--- src/hdl/savitzky_golay_smoother_assert.svh ---
// assertion macros used by the smoother controller (sgs_ctrl)
`ifndef SAVITZKY_GOLAY_SMOOTHER_ASSERT_SVH
`define SAVITZKY_GOLAY_SMOOTHER_ASSERT_SVH

`ifndef SYNTHESIS

// same-cycle implication
`define SGS_ASSERT_IMPLY(label, clk, rst, ante, cons) \
   label: assert property (@(posedge clk) disable iff (rst) (ante) |-> (cons)) \
      else $error("sgs: implication check failed");

// next-cycle implication
`define SGS_ASSERT_NEXT(label, clk, rst, ante, cons) \
   label: assert property (@(posedge clk) disable iff (rst) (ante) |=> (cons)) \
      else $error("sgs: next-cycle check failed");

`else

`define SGS_ASSERT_IMPLY(label, clk, rst, ante, cons)
`define SGS_ASSERT_NEXT(label, clk, rst, ante, cons)

`endif

`endif

--- src/hdl/sgs_pkg.sv ---
`default_nettype none

package sgs_pkg;

   // field widths
   localparam int SAMPLE_IN_W  = 16;
   localparam int OUT_W        = 22;
   localparam int FRAC_BITS    = 4;
   localparam int WL_W         = 5;
   localparam int PO_W         = 3;
   localparam int SEEN_W       = 6;
   localparam int CSR_ADDR_W   = 3;
   localparam int CSR_DATA_W   = 32;

   // half window and tap age
   localparam int M_W          = 4;
   localparam int AGE_W        = 5;

   // filter arithmetic
   localparam int BASE_W       = 11;
   localparam int DEN_W        = 14;
   localparam int DIV_W        = DEN_W + 1;
   localparam int WGT_W        = 13;
   localparam int TAP_GROWTH_W = 5;
   localparam int NUM_SHIFT    = FRAC_BITS + 1;

   // register reset values and valid settings
   localparam logic [WL_W-1:0]   WL_RESET  = 5'd5;
   localparam logic [WL_W-1:0]   WL_MIN    = 5'd5;
   localparam logic [PO_W-1:0]   PO_RESET  = 3'd2;
   localparam logic [PO_W-1:0]   PO_QUAD   = 3'd2;
   localparam logic [PO_W-1:0]   PO_CUBIC  = 3'd3;
   localparam logic [SEEN_W-1:0] SEEN_MAX  = 6'd63;

   // register indexes
   localparam logic CSR_IDX_WINDOW = 1'b0;
   localparam logic CSR_IDX_ORDER  = 1'b1;

   // output saturation limits
   localparam logic [OUT_W-1:0] OUT_MAX = {1'b0, {(OUT_W-1){1'b1}}};
   localparam logic [OUT_W-1:0] OUT_MIN = {1'b1, {(OUT_W-1){1'b0}}};

   typedef enum logic [2:0] {
      ST_IDLE,
      ST_RAW_READ,
      ST_RAW_OUT,
      ST_MAC,
      ST_MAC_DRAIN,
      ST_DIV,
      ST_SMOOTH_OUT
   } sgs_state_type;

   // controller to datapath
   typedef struct packed {
      logic             accept;
      logic             rd_en;
      logic [AGE_W-1:0] rd_age;
      logic             mac;
      logic             acc_clear;
      logic             div_start;
      logic             load_raw;
      logic             load_smooth;
      logic             eor;
   } sgs_cmd_type;

   // datapath to controller
   typedef struct packed {
      logic              cfg_valid;
      logic [M_W-1:0]    m;
      logic [SEEN_W-1:0] seen;
      logic              mac_busy;
      logic              div_busy;
      logic              out_free;
   } sgs_sts_type;

   // centre weight 3(3m^2+3m-1)
   function automatic logic [BASE_W-1:0] sgs_base(input logic [M_W-1:0] m);
      logic [BASE_W-1:0] val;
      case (m)
         4'd2:    val = 11'd51;
         4'd3:    val = 11'd105;
         4'd4:    val = 11'd177;
         4'd5:    val = 11'd267;
         4'd6:    val = 11'd375;
         4'd7:    val = 11'd501;
         4'd8:    val = 11'd645;
         4'd9:    val = 11'd807;
         4'd10:   val = 11'd987;
         4'd11:   val = 11'd1185;
         4'd12:   val = 11'd1401;
         default: val = '0;
      endcase
      return val;
   endfunction

   // normaliser (2m-1)(2m+1)(2m+3)
   function automatic logic [DEN_W-1:0] sgs_den(input logic [M_W-1:0] m);
      logic [DEN_W-1:0] val;
      case (m)
         4'd2:    val = 14'd105;
         4'd3:    val = 14'd315;
         4'd4:    val = 14'd693;
         4'd5:    val = 14'd1287;
         4'd6:    val = 14'd2145;
         4'd7:    val = 14'd3315;
         4'd8:    val = 14'd4845;
         4'd9:    val = 14'd6783;
         4'd10:   val = 14'd9177;
         4'd11:   val = 14'd12075;
         4'd12:   val = 14'd15525;
         default: val = 14'd1;
      endcase
      return val;
   endfunction

endpackage

`default_nettype wire

--- src/hdl/sgs_div.sv ---
`default_nettype none

module sgs_div
   import sgs_pkg::*;
#(
   parameter int NUM_W = 41,
   parameter int DEN_BITS = 15
) (
   input  wire logic                clock,
   input  wire logic                reset,
   input  wire logic                start,
   input  wire logic [NUM_W-1:0]    num,
   input  wire logic [DEN_BITS-1:0] divisor,
   output logic                     busy,
   output logic [NUM_W-1:0]         quot_mag,
   output logic                     rem_nz,
   output logic                     neg
);

   localparam int CNT_W = $clog2(NUM_W + 1);

   logic                busy_ff, busy_in;
   logic [CNT_W-1:0]    cnt_ff, cnt_in;
   logic [NUM_W-1:0]    dvd_ff;
   logic [DEN_BITS-1:0] rem_ff;
   logic [DEN_BITS-1:0] div_ff;
   logic                neg_ff;
   logic [DEN_BITS:0]   trial;
   logic [DEN_BITS:0]   diff;
   logic                qbit;

   // one restoring step per cycle on the magnitude
   assign trial = {rem_ff, dvd_ff[NUM_W-1]};
   assign diff  = trial - {1'b0, div_ff};
   assign qbit  = trial >= {1'b0, div_ff};

   always_comb begin
      busy_in = busy_ff;
      cnt_in  = cnt_ff;
      if (start) begin
         busy_in = 1'b1;
         cnt_in  = CNT_W'(NUM_W);
      end else if (busy_ff) begin
         cnt_in  = cnt_ff - 1'b1;
         busy_in = cnt_ff != CNT_W'(1);
      end
   end

   always_ff @(posedge clock) begin
      if (reset) begin
         busy_ff <= 1'b0;
         cnt_ff  <= '0;
      end else begin
         busy_ff <= busy_in;
         cnt_ff  <= cnt_in;
      end
   end

   // operand load and shift
   always_ff @(posedge clock) begin
      if (start) begin
         neg_ff <= num[NUM_W-1];
         dvd_ff <= num[NUM_W-1] ? (~num + 1'b1) : num;
         rem_ff <= '0;
         div_ff <= divisor;
      end else if (busy_ff) begin
         dvd_ff <= {dvd_ff[NUM_W-2:0], qbit};
         rem_ff <= qbit ? diff[DEN_BITS-1:0] : trial[DEN_BITS-1:0];
      end
   end

   assign busy     = busy_ff;
   assign quot_mag = dvd_ff;
   assign rem_nz   = |rem_ff;
   assign neg      = neg_ff;

endmodule

`default_nettype wire

--- src/hdl/sgs_datapath.sv ---
`default_nettype none

module sgs_datapath
   import sgs_pkg::*;
#(
   parameter int MAX_WINDOW  = 25,
   parameter int RING_DEPTH  = 32,
   parameter int SAMPLE_BITS = 16
) (
   input  wire logic                    clock,
   input  wire logic                    reset,
   input  wire logic [SAMPLE_IN_W-1:0]  req_sample,
   input  wire logic                    req_is_last,
   output logic                         rsp_valid,
   input  wire logic                    rsp_ready,
   output logic signed [OUT_W-1:0]      rsp_smoothed,
   output logic                         rsp_end_of_run,
   input  wire logic                    csr_psel,
   input  wire logic                    csr_penable,
   input  wire logic                    csr_pwrite,
   input  wire logic [CSR_ADDR_W-1:0]   csr_paddr,
   input  wire logic [CSR_DATA_W-1:0]   csr_pwdata,
   output logic [CSR_DATA_W-1:0]        csr_prdata,
   output logic                         csr_pready,
   input  wire sgs_cmd_type             cmd,
   output sgs_sts_type                  sts
);

   localparam int PTR_W  = $clog2(RING_DEPTH);
   localparam int PROD_W = SAMPLE_BITS + 1 + WGT_W;
   localparam int ACC_W  = PROD_W + TAP_GROWTH_W;
   localparam int NUM_W  = ACC_W + NUM_SHIFT + 1;
   localparam int RAW_W  = SAMPLE_BITS + FRAC_BITS;
   localparam logic [PTR_W-1:0] PTR_LAST       = PTR_W'(RING_DEPTH - 1);
   localparam logic [PTR_W:0]   RING_SIZE      = (PTR_W + 1)'(RING_DEPTH);
   localparam logic [PTR_W:0]   RING_LAST_EXT  = (PTR_W + 1)'(RING_DEPTH - 1);
   localparam logic [WL_W-1:0]  WL_MAX         = WL_W'(MAX_WINDOW);

   // configuration registers
   logic [WL_W-1:0]   window_length_ff;
   logic [PO_W-1:0]   poly_order_ff;
   logic              csr_write;
   logic              csr_idx;
   logic              cfg_valid;
   logic [M_W-1:0]    m;

   // sample store
   logic [SAMPLE_BITS-1:0] sample_ring [RING_DEPTH];
   logic [SAMPLE_BITS-1:0] sample_ext;
   logic [PTR_W-1:0]       wp_ff;
   logic [SEEN_W-1:0]      seen_ff;
   logic [PTR_W:0]         idx_sum;
   logic [PTR_W:0]         idx_wrap;
   logic [PTR_W-1:0]       rd_idx;
   logic [SAMPLE_BITS-1:0] rd_data_ff;

   // tap weights and accumulation
   logic [BASE_W-1:0]          base;
   logic [DEN_W-1:0]           den;
   logic [AGE_W-1:0]           m_ext;
   logic [AGE_W-1:0]           tap_gap;
   logic [M_W-1:0]             dist_n;
   logic [2*M_W-1:0]           sq;
   logic [WGT_W-2:0]           sq15;
   logic signed [WGT_W-1:0]    weight;
   logic signed [WGT_W-1:0]    weight_ff;
   logic signed [PROD_W-1:0]   prod_ff;
   logic signed [ACC_W-1:0]    acc_ff;
   logic [NUM_W-1:0]           num_ff;
   logic                       mac_v1_ff;
   logic                       mac_v2_ff;
   logic                       mac_v3_ff;

   // divider and result forming
   logic                       div_busy;
   logic [NUM_W-1:0]           div_quot;
   logic                       div_rem_nz;
   logic                       div_neg;
   logic [NUM_W:0]             mag_ext;
   logic signed [NUM_W:0]      q_s;
   logic [NUM_W-OUT_W+1:0]     q_top;
   logic                       q_ovf;
   logic [OUT_W-1:0]           smooth_val;
   logic [RAW_W-1:0]           raw_ext;
   logic [OUT_W-1:0]           raw_val;

   // output register
   logic                       rsp_valid_ff;
   logic [OUT_W-1:0]           smoothed_ff;
   logic                       eor_ff;

   // register port
   assign csr_write  = csr_psel && csr_penable && csr_pwrite;
   assign csr_idx    = csr_paddr[CSR_ADDR_W-1];
   assign csr_pready = 1'b1;

   always_ff @(posedge clock) begin
      if (reset) begin
         window_length_ff <= WL_RESET;
         poly_order_ff    <= PO_RESET;
      end else if (csr_write) begin
         unique case (csr_idx)
            CSR_IDX_WINDOW: window_length_ff <= csr_pwdata[WL_W-1:0];
            CSR_IDX_ORDER:  poly_order_ff    <= csr_pwdata[PO_W-1:0];
         endcase
      end
   end

   always_comb begin
      unique case (csr_idx)
         CSR_IDX_WINDOW: csr_prdata = {{(CSR_DATA_W-WL_W){1'b0}}, window_length_ff};
         CSR_IDX_ORDER:  csr_prdata = {{(CSR_DATA_W-PO_W){1'b0}}, poly_order_ff};
      endcase
   end

   // setting check and half window
   assign cfg_valid = (window_length_ff >= WL_MIN) && (window_length_ff <= WL_MAX) &&
                      window_length_ff[0] &&
                      ((poly_order_ff == PO_QUAD) || (poly_order_ff == PO_CUBIC));
   assign m         = window_length_ff[WL_W-1:1];

   // stored sample width
   generate
      if (SAMPLE_BITS <= SAMPLE_IN_W) begin : g_narrow
         assign sample_ext = req_sample[SAMPLE_BITS-1:0];
      end else begin : g_wide
         assign sample_ext = {{(SAMPLE_BITS-SAMPLE_IN_W){1'b0}}, req_sample};
      end
   endgenerate

   // ring write, pointer and sample count
   always_ff @(posedge clock) begin
      if (cmd.accept) begin
         sample_ring[wp_ff] <= sample_ext;
      end
   end

   always_ff @(posedge clock) begin
      if (reset) begin
         wp_ff   <= '0;
         seen_ff <= '0;
      end else if (csr_write) begin
         seen_ff <= '0;
      end else if (cmd.accept) begin
         wp_ff <= (wp_ff == PTR_LAST) ? '0 : wp_ff + 1'b1;
         if (req_is_last) begin
            seen_ff <= '0;
         end else if (seen_ff != SEEN_MAX) begin
            seen_ff <= seen_ff + 1'b1;
         end
      end
   end

   // slot of the sample at a given age
   assign idx_sum  = {1'b0, wp_ff} + RING_LAST_EXT -
                     {{(PTR_W+1-AGE_W){1'b0}}, cmd.rd_age};
   assign idx_wrap = idx_sum - RING_SIZE;
   assign rd_idx   = (idx_sum >= RING_SIZE) ? idx_wrap[PTR_W-1:0] : idx_sum[PTR_W-1:0];

   // tap weight base - 15 i^2
   assign base    = sgs_base(m);
   assign den     = sgs_den(m);
   assign m_ext   = {1'b0, m};
   assign tap_gap = (cmd.rd_age >= m_ext) ? (cmd.rd_age - m_ext) : (m_ext - cmd.rd_age);
   assign dist_n  = tap_gap[M_W-1:0];
   assign sq      = {{M_W{1'b0}}, dist_n} * {{M_W{1'b0}}, dist_n};
   assign sq15    = {sq, 4'b0000} - {4'b0000, sq};
   assign weight  = {2'b00, base} - {1'b0, sq15};

   // read stage
   always_ff @(posedge clock) begin
      if (cmd.rd_en) begin
         rd_data_ff <= sample_ring[rd_idx];
         weight_ff  <= weight;
      end
   end

   // multiply, accumulate, numerator
   always_ff @(posedge clock) begin
      prod_ff <= $signed({1'b0, rd_data_ff}) * weight_ff;
      if (cmd.acc_clear) begin
         acc_ff <= '0;
      end else if (mac_v2_ff) begin
         acc_ff <= acc_ff + ACC_W'(prod_ff);
      end
      num_ff <= {acc_ff[ACC_W-1], acc_ff, {NUM_SHIFT{1'b0}}} +
                {{(NUM_W-DEN_W){1'b0}}, den};
   end

   always_ff @(posedge clock) begin
      if (reset) begin
         mac_v1_ff <= 1'b0;
         mac_v2_ff <= 1'b0;
         mac_v3_ff <= 1'b0;
      end else begin
         mac_v1_ff <= cmd.mac;
         mac_v2_ff <= mac_v1_ff;
         mac_v3_ff <= mac_v2_ff;
      end
   end

   // floor division by 2D
   sgs_div #(
      .NUM_W    (NUM_W),
      .DEN_BITS (DIV_W)
   ) u_div (
      .clock    (clock),
      .reset    (reset),
      .start    (cmd.div_start),
      .num      (num_ff),
      .divisor  ({den, 1'b0}),
      .busy     (div_busy),
      .quot_mag (div_quot),
      .rem_nz   (div_rem_nz),
      .neg      (div_neg)
   );

   // sign fix and saturation of the quotient
   assign mag_ext    = {1'b0, div_quot};
   assign q_s        = div_neg ? -(mag_ext + {{NUM_W{1'b0}}, div_rem_nz}) : mag_ext;
   assign q_top      = q_s[NUM_W:OUT_W-1];
   assign q_ovf      = !((&q_top) || !(|q_top));
   assign smooth_val = q_ovf ? (q_s[NUM_W] ? OUT_MIN : OUT_MAX) : q_s[OUT_W-1:0];

   // raw sample with fraction bits
   assign raw_ext = {rd_data_ff, {FRAC_BITS{1'b0}}};
   generate
      if (RAW_W < OUT_W) begin : g_raw_fit
         assign raw_val = {{(OUT_W-RAW_W){1'b0}}, raw_ext};
      end else begin : g_raw_sat
         assign raw_val = (|raw_ext[RAW_W-1:OUT_W-1]) ? OUT_MAX :
                          {1'b0, raw_ext[OUT_W-2:0]};
      end
   endgenerate

   // output register
   always_ff @(posedge clock) begin
      if (reset) begin
         rsp_valid_ff <= 1'b0;
      end else if (cmd.load_raw || cmd.load_smooth) begin
         rsp_valid_ff <= 1'b1;
      end else if (rsp_ready) begin
         rsp_valid_ff <= 1'b0;
      end
   end

   always_ff @(posedge clock) begin
      if (cmd.load_raw) begin
         smoothed_ff <= raw_val;
         eor_ff      <= cmd.eor;
      end else if (cmd.load_smooth) begin
         smoothed_ff <= smooth_val;
         eor_ff      <= cmd.eor;
      end
   end

   assign rsp_valid      = rsp_valid_ff;
   assign rsp_smoothed   = smoothed_ff;
   assign rsp_end_of_run = eor_ff;

   // status to the controller
   assign sts.cfg_valid = cfg_valid;
   assign sts.m         = m;
   assign sts.seen      = seen_ff;
   assign sts.mac_busy  = mac_v1_ff || mac_v2_ff || mac_v3_ff;
   assign sts.div_busy  = div_busy;
   assign sts.out_free  = !rsp_valid_ff || rsp_ready;

endmodule

`default_nettype wire

--- src/hdl/sgs_ctrl.sv ---
`default_nettype none

`include "savitzky_golay_smoother_assert.svh"

module sgs_ctrl
   import sgs_pkg::*;
(
   input  wire logic        clock,
   input  wire logic        reset,
   input  wire logic        req_valid,
   output logic             req_ready,
   input  wire logic        req_is_last,
   input  wire sgs_sts_type sts,
   output sgs_cmd_type      cmd
);

   sgs_state_type    state_ff, state_in;
   logic [AGE_W-1:0] age_ff, age_in;
   logic             main_ff, main_in;
   logic             last_ff, last_in;

   logic             accept;
   logic [AGE_W-1:0] m_ext;
   logic [AGE_W-1:0] two_m;
   logic             seen_ge_m;
   logic             seen_ge_2m;
   logic             mac_last;
   logic             flush_start;
   logic             flush_more;

   assign req_ready   = state_ff == ST_IDLE;
   assign accept      = req_valid && req_ready;
   assign m_ext       = {1'b0, sts.m};
   assign two_m       = {sts.m, 1'b0};
   assign seen_ge_m   = sts.seen >= {{(SEEN_W-AGE_W){1'b0}}, m_ext};
   assign seen_ge_2m  = sts.seen >= {{(SEEN_W-AGE_W){1'b0}}, two_m};
   assign mac_last    = age_ff == two_m;
   assign flush_start = main_ff && last_ff;
   assign flush_more  = !main_ff && (age_ff != '0);

   // next state
   always_comb begin
      state_in = state_ff;
      unique case (state_ff)
         ST_IDLE: begin
            if (accept) begin
               priority if (!sts.cfg_valid) begin
                  state_in = ST_RAW_READ;
               end else if (seen_ge_2m) begin
                  state_in = ST_MAC;
               end else if (seen_ge_m || req_is_last) begin
                  state_in = ST_RAW_READ;
               end
            end
         end
         ST_RAW_READ: begin
            state_in = ST_RAW_OUT;
         end
         ST_RAW_OUT, ST_SMOOTH_OUT: begin
            if (sts.out_free) begin
               state_in = (flush_start || flush_more) ? ST_RAW_READ : ST_IDLE;
            end
         end
         ST_MAC: begin
            if (mac_last) begin
               state_in = ST_MAC_DRAIN;
            end
         end
         ST_MAC_DRAIN: begin
            if (!sts.mac_busy) begin
               state_in = ST_DIV;
            end
         end
         ST_DIV: begin
            if (!sts.div_busy) begin
               state_in = ST_SMOOTH_OUT;
            end
         end
         default: begin
            state_in = ST_IDLE;
         end
      endcase
   end

   // tap age, central-result flag and end flag
   always_comb begin
      age_in  = age_ff;
      main_in = main_ff;
      last_in = last_ff;
      unique case (state_ff)
         ST_IDLE: begin
            if (accept) begin
               last_in = req_is_last;
               priority if (!sts.cfg_valid) begin
                  main_in = 1'b0;
                  age_in  = '0;
               end else if (seen_ge_2m) begin
                  main_in = 1'b1;
                  age_in  = '0;
               end else if (seen_ge_m) begin
                  main_in = 1'b1;
                  age_in  = m_ext;
               end else begin
                  main_in = 1'b0;
                  age_in  = sts.seen[AGE_W-1:0];
               end
            end
         end
         ST_MAC: begin
            age_in = age_ff + 1'b1;
         end
         ST_RAW_OUT, ST_SMOOTH_OUT: begin
            if (sts.out_free) begin
               priority if (flush_start) begin
                  main_in = 1'b0;
                  age_in  = m_ext - 1'b1;
               end else if (flush_more) begin
                  age_in  = age_ff - 1'b1;
               end
            end
         end
         default: begin
            age_in = age_ff;
         end
      endcase
   end

   // commands
   always_comb begin
      cmd             = '0;
      cmd.accept      = accept;
      cmd.rd_age      = age_ff;
      cmd.eor         = !main_ff && (age_ff == '0) && last_ff;
      unique case (state_ff)
         ST_RAW_READ: begin
            cmd.rd_en = 1'b1;
         end
         ST_RAW_OUT: begin
            cmd.load_raw = sts.out_free;
         end
         ST_MAC: begin
            cmd.rd_en     = 1'b1;
            cmd.mac       = 1'b1;
            cmd.acc_clear = age_ff == '0;
         end
         ST_MAC_DRAIN: begin
            cmd.div_start = !sts.mac_busy;
         end
         ST_SMOOTH_OUT: begin
            cmd.load_smooth = sts.out_free;
         end
         default: begin
            cmd.rd_en = 1'b0;
         end
      endcase
   end

   always_ff @(posedge clock) begin
      if (reset) begin
         state_ff <= ST_IDLE;
         age_ff   <= '0;
         main_ff  <= 1'b0;
         last_ff  <= 1'b0;
      end else begin
         state_ff <= state_in;
         age_ff   <= age_in;
         main_ff  <= main_in;
         last_ff  <= last_in;
      end
   end

   // checks
   `SGS_ASSERT_IMPLY(a_load_into_free_slot, clock, reset, cmd.load_raw || cmd.load_smooth, sts.out_free)
   `SGS_ASSERT_NEXT(a_div_starts_running, clock, reset, cmd.div_start, sts.div_busy)
   `SGS_ASSERT_IMPLY(a_no_accept_while_working, clock, reset, sts.mac_busy || sts.div_busy, !req_ready)

endmodule

`default_nettype wire

--- src/hdl/savitzky_golay_smoother.sv ---
// raw results (edge samples, short runs, invalid settings): ring read, then output register load once it is free
// smoothed result: 2m+1 taps in ST_MAC, a drain of the multiply pipeline, then a radix-2 serial divide of the
//   SAMPLE_BITS+25-bit numerator
// one item at a time; the multiply-accumulate loop, the serial divider and output back-pressure set the rate
// reset is synchronous: window 5, order 2, sample count and ring pointer cleared
// ring contents are not cleared; only samples of the current run are read
`default_nettype none

module savitzky_golay_smoother
   import sgs_pkg::*;
#(
   parameter int MAX_WINDOW  = 25,
   parameter int RING_DEPTH  = 32,
   parameter int SAMPLE_BITS = 16
) (
   input  wire logic                   clock,
   input  wire logic                   reset,
   input  wire logic                   req_valid,
   output logic                        req_ready,
   input  wire logic [SAMPLE_IN_W-1:0] req_sample,
   input  wire logic                   req_is_last,
   output logic                        rsp_valid,
   input  wire logic                   rsp_ready,
   output logic signed [OUT_W-1:0]     rsp_smoothed,
   output logic                        rsp_end_of_run,
   input  wire logic                   csr_psel,
   input  wire logic                   csr_penable,
   input  wire logic                   csr_pwrite,
   input  wire logic [CSR_ADDR_W-1:0]  csr_paddr,
   input  wire logic [CSR_DATA_W-1:0]  csr_pwdata,
   output logic [CSR_DATA_W-1:0]       csr_prdata,
   output logic                        csr_pready
);

   sgs_cmd_type cmd;
   sgs_sts_type sts;

   // sequencing
   sgs_ctrl u_ctrl (
      .clock       (clock),
      .reset       (reset),
      .req_valid   (req_valid),
      .req_ready   (req_ready),
      .req_is_last (req_is_last),
      .sts         (sts),
      .cmd         (cmd)
   );

   // storage, arithmetic and output register
   sgs_datapath #(
      .MAX_WINDOW  (MAX_WINDOW),
      .RING_DEPTH  (RING_DEPTH),
      .SAMPLE_BITS (SAMPLE_BITS)
   ) u_datapath (
      .clock          (clock),
      .reset          (reset),
      .req_sample     (req_sample),
      .req_is_last    (req_is_last),
      .rsp_valid      (rsp_valid),
      .rsp_ready      (rsp_ready),
      .rsp_smoothed   (rsp_smoothed),
      .rsp_end_of_run (rsp_end_of_run),
      .csr_psel       (csr_psel),
      .csr_penable    (csr_penable),
      .csr_pwrite     (csr_pwrite),
      .csr_paddr      (csr_paddr),
      .csr_pwdata     (csr_pwdata),
      .csr_prdata     (csr_prdata),
      .csr_pready     (csr_pready),
      .cmd            (cmd),
      .sts            (sts)
   );

endmodule

`default_nettype wire
--- config.mk ---
export PLATFORM = sky130hd
export DESIGN_NAME = savitzky_golay_smoother
export DESIGN_NICKNAME = d
export VERILOG_FILES = /design/src/hdl/sgs_pkg.sv /design/src/hdl/sgs_div.sv /design/src/hdl/sgs_datapath.sv /design/src/hdl/sgs_ctrl.sv /design/src/hdl/savitzky_golay_smoother.sv
export VERILOG_INCLUDE_DIRS = /design/src /design/src/hdl
export SDC_FILE = /design/constraint.sdc
export NUM_CORES = 2
export LEC_CHECK = 0
export ABC_AREA = 1
export BUFFER_PORTS_ARGS = -buffer_cell sky130_fd_sc_hd__buf_2
export CAP_MARGIN = 40
export CORE_MARGIN = 2
export CORE_UTILIZATION = 53
export CTS_CLUSTER_DIAMETER = 150
export DETAILED_ROUTE_END_ITERATION = 8
export PLACE_DENSITY = 0.72
export SLEW_MARGIN = 40
export SYNTH_ARGS = -nofsm -noshare
export SYNTH_HDL_FRONTEND = slang
export SYNTH_SLANG_ARGS = --single-unit
export TNS_END_PERCENT = 1
--- constraint.sdc ---
create_clock -name clock -period 5.2 [get_ports clock]
set_input_delay 0 -clock clock [delete_from_list [all_inputs] [get_ports clock]]
set_output_delay 0 -clock clock [all_outputs]
set_load 0.05 [all_outputs]
Word level (Yosys, flattened, before mapping)

Memories as Yosys holds them, arrays and structs flattened. A register that Yosys moved wholly into a read port is not among the register bits.
Cells that the tools add are included.

Register bits after elaboration: 253
Memory bits (writable): 512
Memory bits (read-only): 384
Output and inout port bits: 58
Word-level logic and storage cells: 185
Memories: 3

Add/sub/neg operators: 19
$mul: 2
Magnitude comparators: 7
Eq/ne operators: 20
Muxes and demuxes: 59
Bitwise gates (word level): 3
Reduce and logical (&&, ||, !) cells: 46

Memories:

| name                   | depth | width | read ports | clocked after Yosys merged registers in | write ports | line               | text |
|---|---|---|---|---|---|---|---|
| u_datapath.sample_ring | 32    | 16    | 1          | 1                                       | 1           | sgs_datapath.sv:48 | `logic [SAMPLE_BITS-1:0] sample_ring [RING_DEPTH];` |
| (no name shown)        | 16    | 13    | 1          | 1                                       | 0           | sgs_pkg.sv:99      | `case (m)` |
| (no name shown)        | 16    | 11    | 1          | 1                                       | 0           | sgs_pkg.sv:79      | `case (m)` |

Operators with widths:

| cell                                          | number |
|---|---|
| 2-to-1 mux 41 bit                             | 3 |
| one-hot mux 32 bit (2 select lines)           | 1 |
| 2-to-1 mux 5 bit                              | 9 |
| 2-to-1 mux 22 bit                             | 2 |
| adder 41 x 1 -> 42 bit                        | 1 |
| 2-to-1 mux 42 bit                             | 1 |
| negation 42 bit                               | 1 |
| adder 40 x 15 -> 41 bit                       | 1 |
| adder 41 x 1 -> 41 bit, second input constant | 1 |
| NOT 41 bit                                    | 1 |
| 2-to-1 mux 20 bit                             | 2 |
| adder 35 x 30 -> 35 bit                       | 1 |
| multiplier 17 x 13 -> 30 bit                  | 1 |
| 2-to-1 mux 3 bit                              | 8 |
| 2-to-1 mux 6 bit                              | 4 |
| AND reduction 21 bit                          | 1 |
| OR reduction 21 bit                           | 1 |
| 2-to-1 mux 4 bit                              | 5 |
| 2-to-1 mux 1 bit                              | 19 |
| one-hot mux 3 bit (6 select lines)            | 1 |
| greater-or-equal comparator 16 x 15 -> 1 bit  | 1 |
| 2-to-1 mux 15 bit                             | 1 |
| one-hot mux 5 bit (3 select lines)            | 1 |
| OR reduction 15 bit                           | 1 |
| other kinds (44)                              | 88 |

Logic depth before layout (Yosys ltp)

Word-level depth: 10
Mapped depth: 32
Depth with buffers taken out: 32

Hierarchy

Synthesis repeated with hierarchy kept, for this count alone.

Cell total of the unflattened synthesis: 5352
Area, all modules: 48156.2 µm²

Modules (own cells, without submodules):

| module       | times used | cells each | area an instance (µm²) | sequential area each (µm²) |
|---|---|---|---|---|
| sgs_datapath | 1          | 4435       | 41685.0                | 19919.1 |
| sgs_div      | 1          | 709        | 5251.3                 | 2152.1 |
| sgs_ctrl     | 1          | 208        | 1219.9                 | 200.2 |

Worst setup path after synthesis

Ideal clock, no wire load.

Kind: register -> register
From: reg u_datapath.weight_ff[12]
To: reg u_datapath.prod_ff[19]
Arrival time: 5584 ps
Data required time: 5128 ps
Slack: -456 ps
Cell stages (with the launch flop): 26
Path buffers: 1
Period minus slack after synthesis: 5656 ps
Cells stage by stage: edfxtp_1 > inv_1 > clkbuf_1 > or2_2 > fa_1 > fa_1 > inv_1 > fa_1 > inv_1 > fa_1 > inv_1 > fa_1 > fa_1 > ha_1 > nand2_1 > nor2_1 > nand2_1 > o211ai_1 > a31o_2 > nand2_1 > inv_1 > nor2_1 > o21bai_1 > nand3_1 > nand2_1 > xor2_1

Longest elaborated chain between the ends: 1

RTL lines:

| item                         | line                | text |
|---|---|---|
| start, declared              | sgs_datapath.sv:66  | `logic signed [WGT_W-1:0] weight_ff;` |
| start signal, assigned       | sgs_datapath.sv:174 | `weight_ff <= weight;` |
| multiplier 17 x 13 -> 30 bit | sgs_datapath.sv:180 | `prod_ff <= $signed({1'b0, rd_data_ff}) * weight_ff;` |
| end signal, assigned         | sgs_datapath.sv:180 |  |
| end, declared                | sgs_datapath.sv:67  | `logic signed [PROD_W-1:0] prod_ff;` |

Every way passes these cells.
A chain may end at the register's enable or synchronous reset.

Worst setup path after layout

From: reg u_datapath.rd_data_ff[5] (read register of u_datapath.sample_ring)
To: reg u_datapath.prod_ff[26]

Longest elaborated chain between the ends: 1

RTL lines:

| item                         | line                | text |
|---|---|---|
| start, declared              | sgs_datapath.sv:55  | `logic [SAMPLE_BITS-1:0] rd_data_ff;` |
| multiplier 17 x 13 -> 30 bit | sgs_datapath.sv:180 |  |

Every way passes these cells.

==> impl_metrics.json <==
{
  "ys_top_cells_by_count": "nand2_1, inv_1, edfxtp_1",
  "violations": "negative setup slack",
  "pre_cts_ws_ns": -0.2325,
  "placed_cell_area_mm2": 0.04945,
  "critPathMaxFanout": 8,
  "yosysTopAreaCellShare_pct": 39.41,
  "nets": 5732,
  "yosysMostFrequentCell": "nand2_1",
  "drv_cap": 0,
  "critPathLaunchType": "flip-flop",
  "finalCritPeriodShare_pct": 102.8,
  "synth_area_mm2": 0.04670,
  "final_antenna_net_count": 0,
  "fin_skew_ns": 0.02372,
  "start_util_pct": 53.67,
  "cts.clk_slew.worst_paths_ns": 0.06,
  "clk_latency_ns": 0.66,
  "rsz0062_at_grt": "yes",
  "core_mm2": 0.08702,
  "area_growth_pct": 13.18,
  "synth_cell_type_count": 59,
  "hold_ws_ns": 0.1128,
  "synth_compound_area_share_pct": 10.24,
  "ys_seq_area_share_pct": 47.56,
  "vias": 35908,
  "setup_violations": 8,
  "synth_seq_cells": 803,
  "die_y_um": 300.9,
  "grt_pass1_vias": 35262,
  "synth_xor_area_share_pct": 3.057,
  "maxSlewHeadroom_pct": 42.64,
  "first_pass_iters": 8,
  "cts_tree": "yes",
  "routed_wl_mm": 123.2,
  "async_reset_ff_share_pct": 0,
  "routedWlPerCell_um": 19.00,
  "status": "finished, violations left",
  "worstSetupPathType": "flip-flop to flip-flop",
  "grt_start_max_net_pins": 97,
  "antenna_found_initial": 4,
  "tightest_slew_ns": 0.8514,
  "post-route-min-period_ns": 5.347,
  "drive_gt1_share_pct": 9.688,
  "synth_top_family_by_area": "simple AND/OR/NAND/NOR gates",
  "avgSynthCellArea_um2": 9.246,
  "synth_warnings": 0,
  "vias_per_cell": 5.540,
  "clock-sinks": 803,
  "synth-edff-count": 613,
  "drv_slew": 0,
  "hold_path.class": "input pin to flip-flop",
  "die_area_mm2": 0.09051,
  "cts_root_buf": "clkbuf_16",
  "io_pins": 117,
  "design_area_mm2": 0.05286,
  "dp_hpwl_mm": 88.10,
  "synth-main-ff-cell": "edfxtp_1",
  "syn_inst": 5051,
  "routabilityCongestion": 0.9514,
  "synth_mux_area_share_pct": 1.372,
  "grt_pass1_wl_mm": 192.0,
  "tns_ns": -0.6843,
  "cp_data_arrival_time_ns": 5.92,
  "finalHoldViolations": 0,
  "end_kind": "flip-flop",
  "synth-simple-area-share_pct": 16.43,
  "drc": 0,
  "rows": 108,
  "max_freq_mhz": 187.0,
  "io_buffers": 59,
  "gr-total-overflow": 0,
  "setup_ws_ns": -0.1468,
  "synth_top_area_cell": "edfxtp_1",
  "chipWidth_um": 300.9,
  "grtUsageTotal_pct": 27.18,
  "numCtsBuffers": 84,
  "drt-initial-drc-count": 2935,
  "cts_max_path_buffers": 3,
  "required_ns": 5.78,
  "ys_top_cells_by_area": "edfxtp_1, nand2_1, dfxtp_1",
  "cts_max_level": 3,
  "synthAdderAreaFrac_pct": 13.78
}
per-layer routing:
metal	global-route usage, %	vias to the layer above	routed length [um]
li1	-	17210	-
met5	0	-	54
met3	3.651	264	8142
met2	46.60	1316	59530
met4	10.84	8	4878
met1	34.88	17110	50550
worst max-delay path: stages, from the launching register on:
cell and delay (ns):
edfxtp_1 0.55, or2_2 0.37, fa_1 0.53, inv_1 0.05
fa_1 0.55, fa_1 0.45, fa_1 0.52, fa_1 0.50
ha_1 0.31, ha_1 0.32, buf_4 0.15, a21oi_2 0.16
o21ai_0 0.12, a21oi_1 0.17, nand3_2 0.13, a31oi_2 0.22
xor2_1 0.16
area by class of cell:
cell class	count	area, um^2
fill	7260	34160
inverter	684	2577
clock inverter	50	490.5
multi-input combinational	3373	21440
timing repair buffer	310	2447
clock buffer	106	2247
sequential	803	22220
tap	1155	1445
antenna	1	2.502
path summary, 6_finish.rpt:
path	from	endpoint	slack [ns]	cells after the start
worst max-delay path	u_datapath.rd_data_ff[5]	u_datapath.prod_ff[26]	-0.15	16
worst min-delay path	csr_pwdata[3]	u_datapath.den[3]	0.11	6
worst max register to register	u_datapath.rd_data_ff[5]	u_datapath.prod_ff[26]	-0.15	16
worst min register to register	u_datapath.den[3]	u_datapath.num_ff[3]	0.36	0
stage by stage:
step,utilization (%),instances
finish,60.74,6482
global route,60.74,6481
CTS,60.63,6480
global placement,56.76,6278
detailed placement,56.82,6281
floorplan,-,5077
cell families after synthesis:
logic type | Yosys count
and+or+nand+nor | 1906
buffers and inverters | 901
muxes | 64
AOI/OAI and AO/OA | 795
DFF | 803
xor gates and xnor gates | 163
adders and majority gates | 417
other | 2
sequential cells by signal, indices dropped and copies added (netlist names), 3 cells and up:
signal / count
u_datapath.seen_ff: 6
u_datapath.num_ff: 40
u_datapath.rsp_smoothed: 22
u_datapath.rd_data_ff: 16
u_datapath.weight_ff: 13
u_datapath.sample_ring: 512
u_datapath.u_div.rem_ff: 15
u_datapath.window_length_ff: 5
u_datapath.poly_order_ff: 3
u_datapath.u_div.quot_mag: 41
u_datapath.acc_ff: 35
u_datapath.u_div.div_ff: 13
u_datapath.wp_ff: 5
u_datapath.den: 13
u_datapath.base: 11
u_ctrl.state_ff: 3
u_ctrl.age_ff: 5
u_datapath.u_div.cnt_ff: 6
u_datapath.prod_ff: 30
cells in the final DEF, fill, tap and decap left out, types with 66 or more instances in the layout:
cell type / synthesis / routed
nor2_1: 576 / 569
o21ai_0: 324 / 316
ha_1: 255 / 240
xnor2_1: 73 / 70
xor2_1: 90 / 89
inv_1: 677 / 672
o221ai_1: 66 / 66
edfxtp_1: 613 / 613
nand2_1: 1042 / 1036
a21oi_1: 201 / 192
nand3_1: 152 / 150
clkbuf_16: 0 / 86
fa_1: 162 / 158
buf_4: 30 / 196
dfxtp_1: 190 / 187
repair_timing:
action                                 CTS  global route
hold buffers                            35             0
setup endpoints to repair               17            22
resized for setup                       32            20
setup buffers                            8             1
pin swaps                               18             5
gates cloned                             0             0
endpoints found under the hold margin  547             0
Power is left out: the tool's default activity adds up to more than one toggle a clock period on the data nets, which glitch-free logic cannot reach.
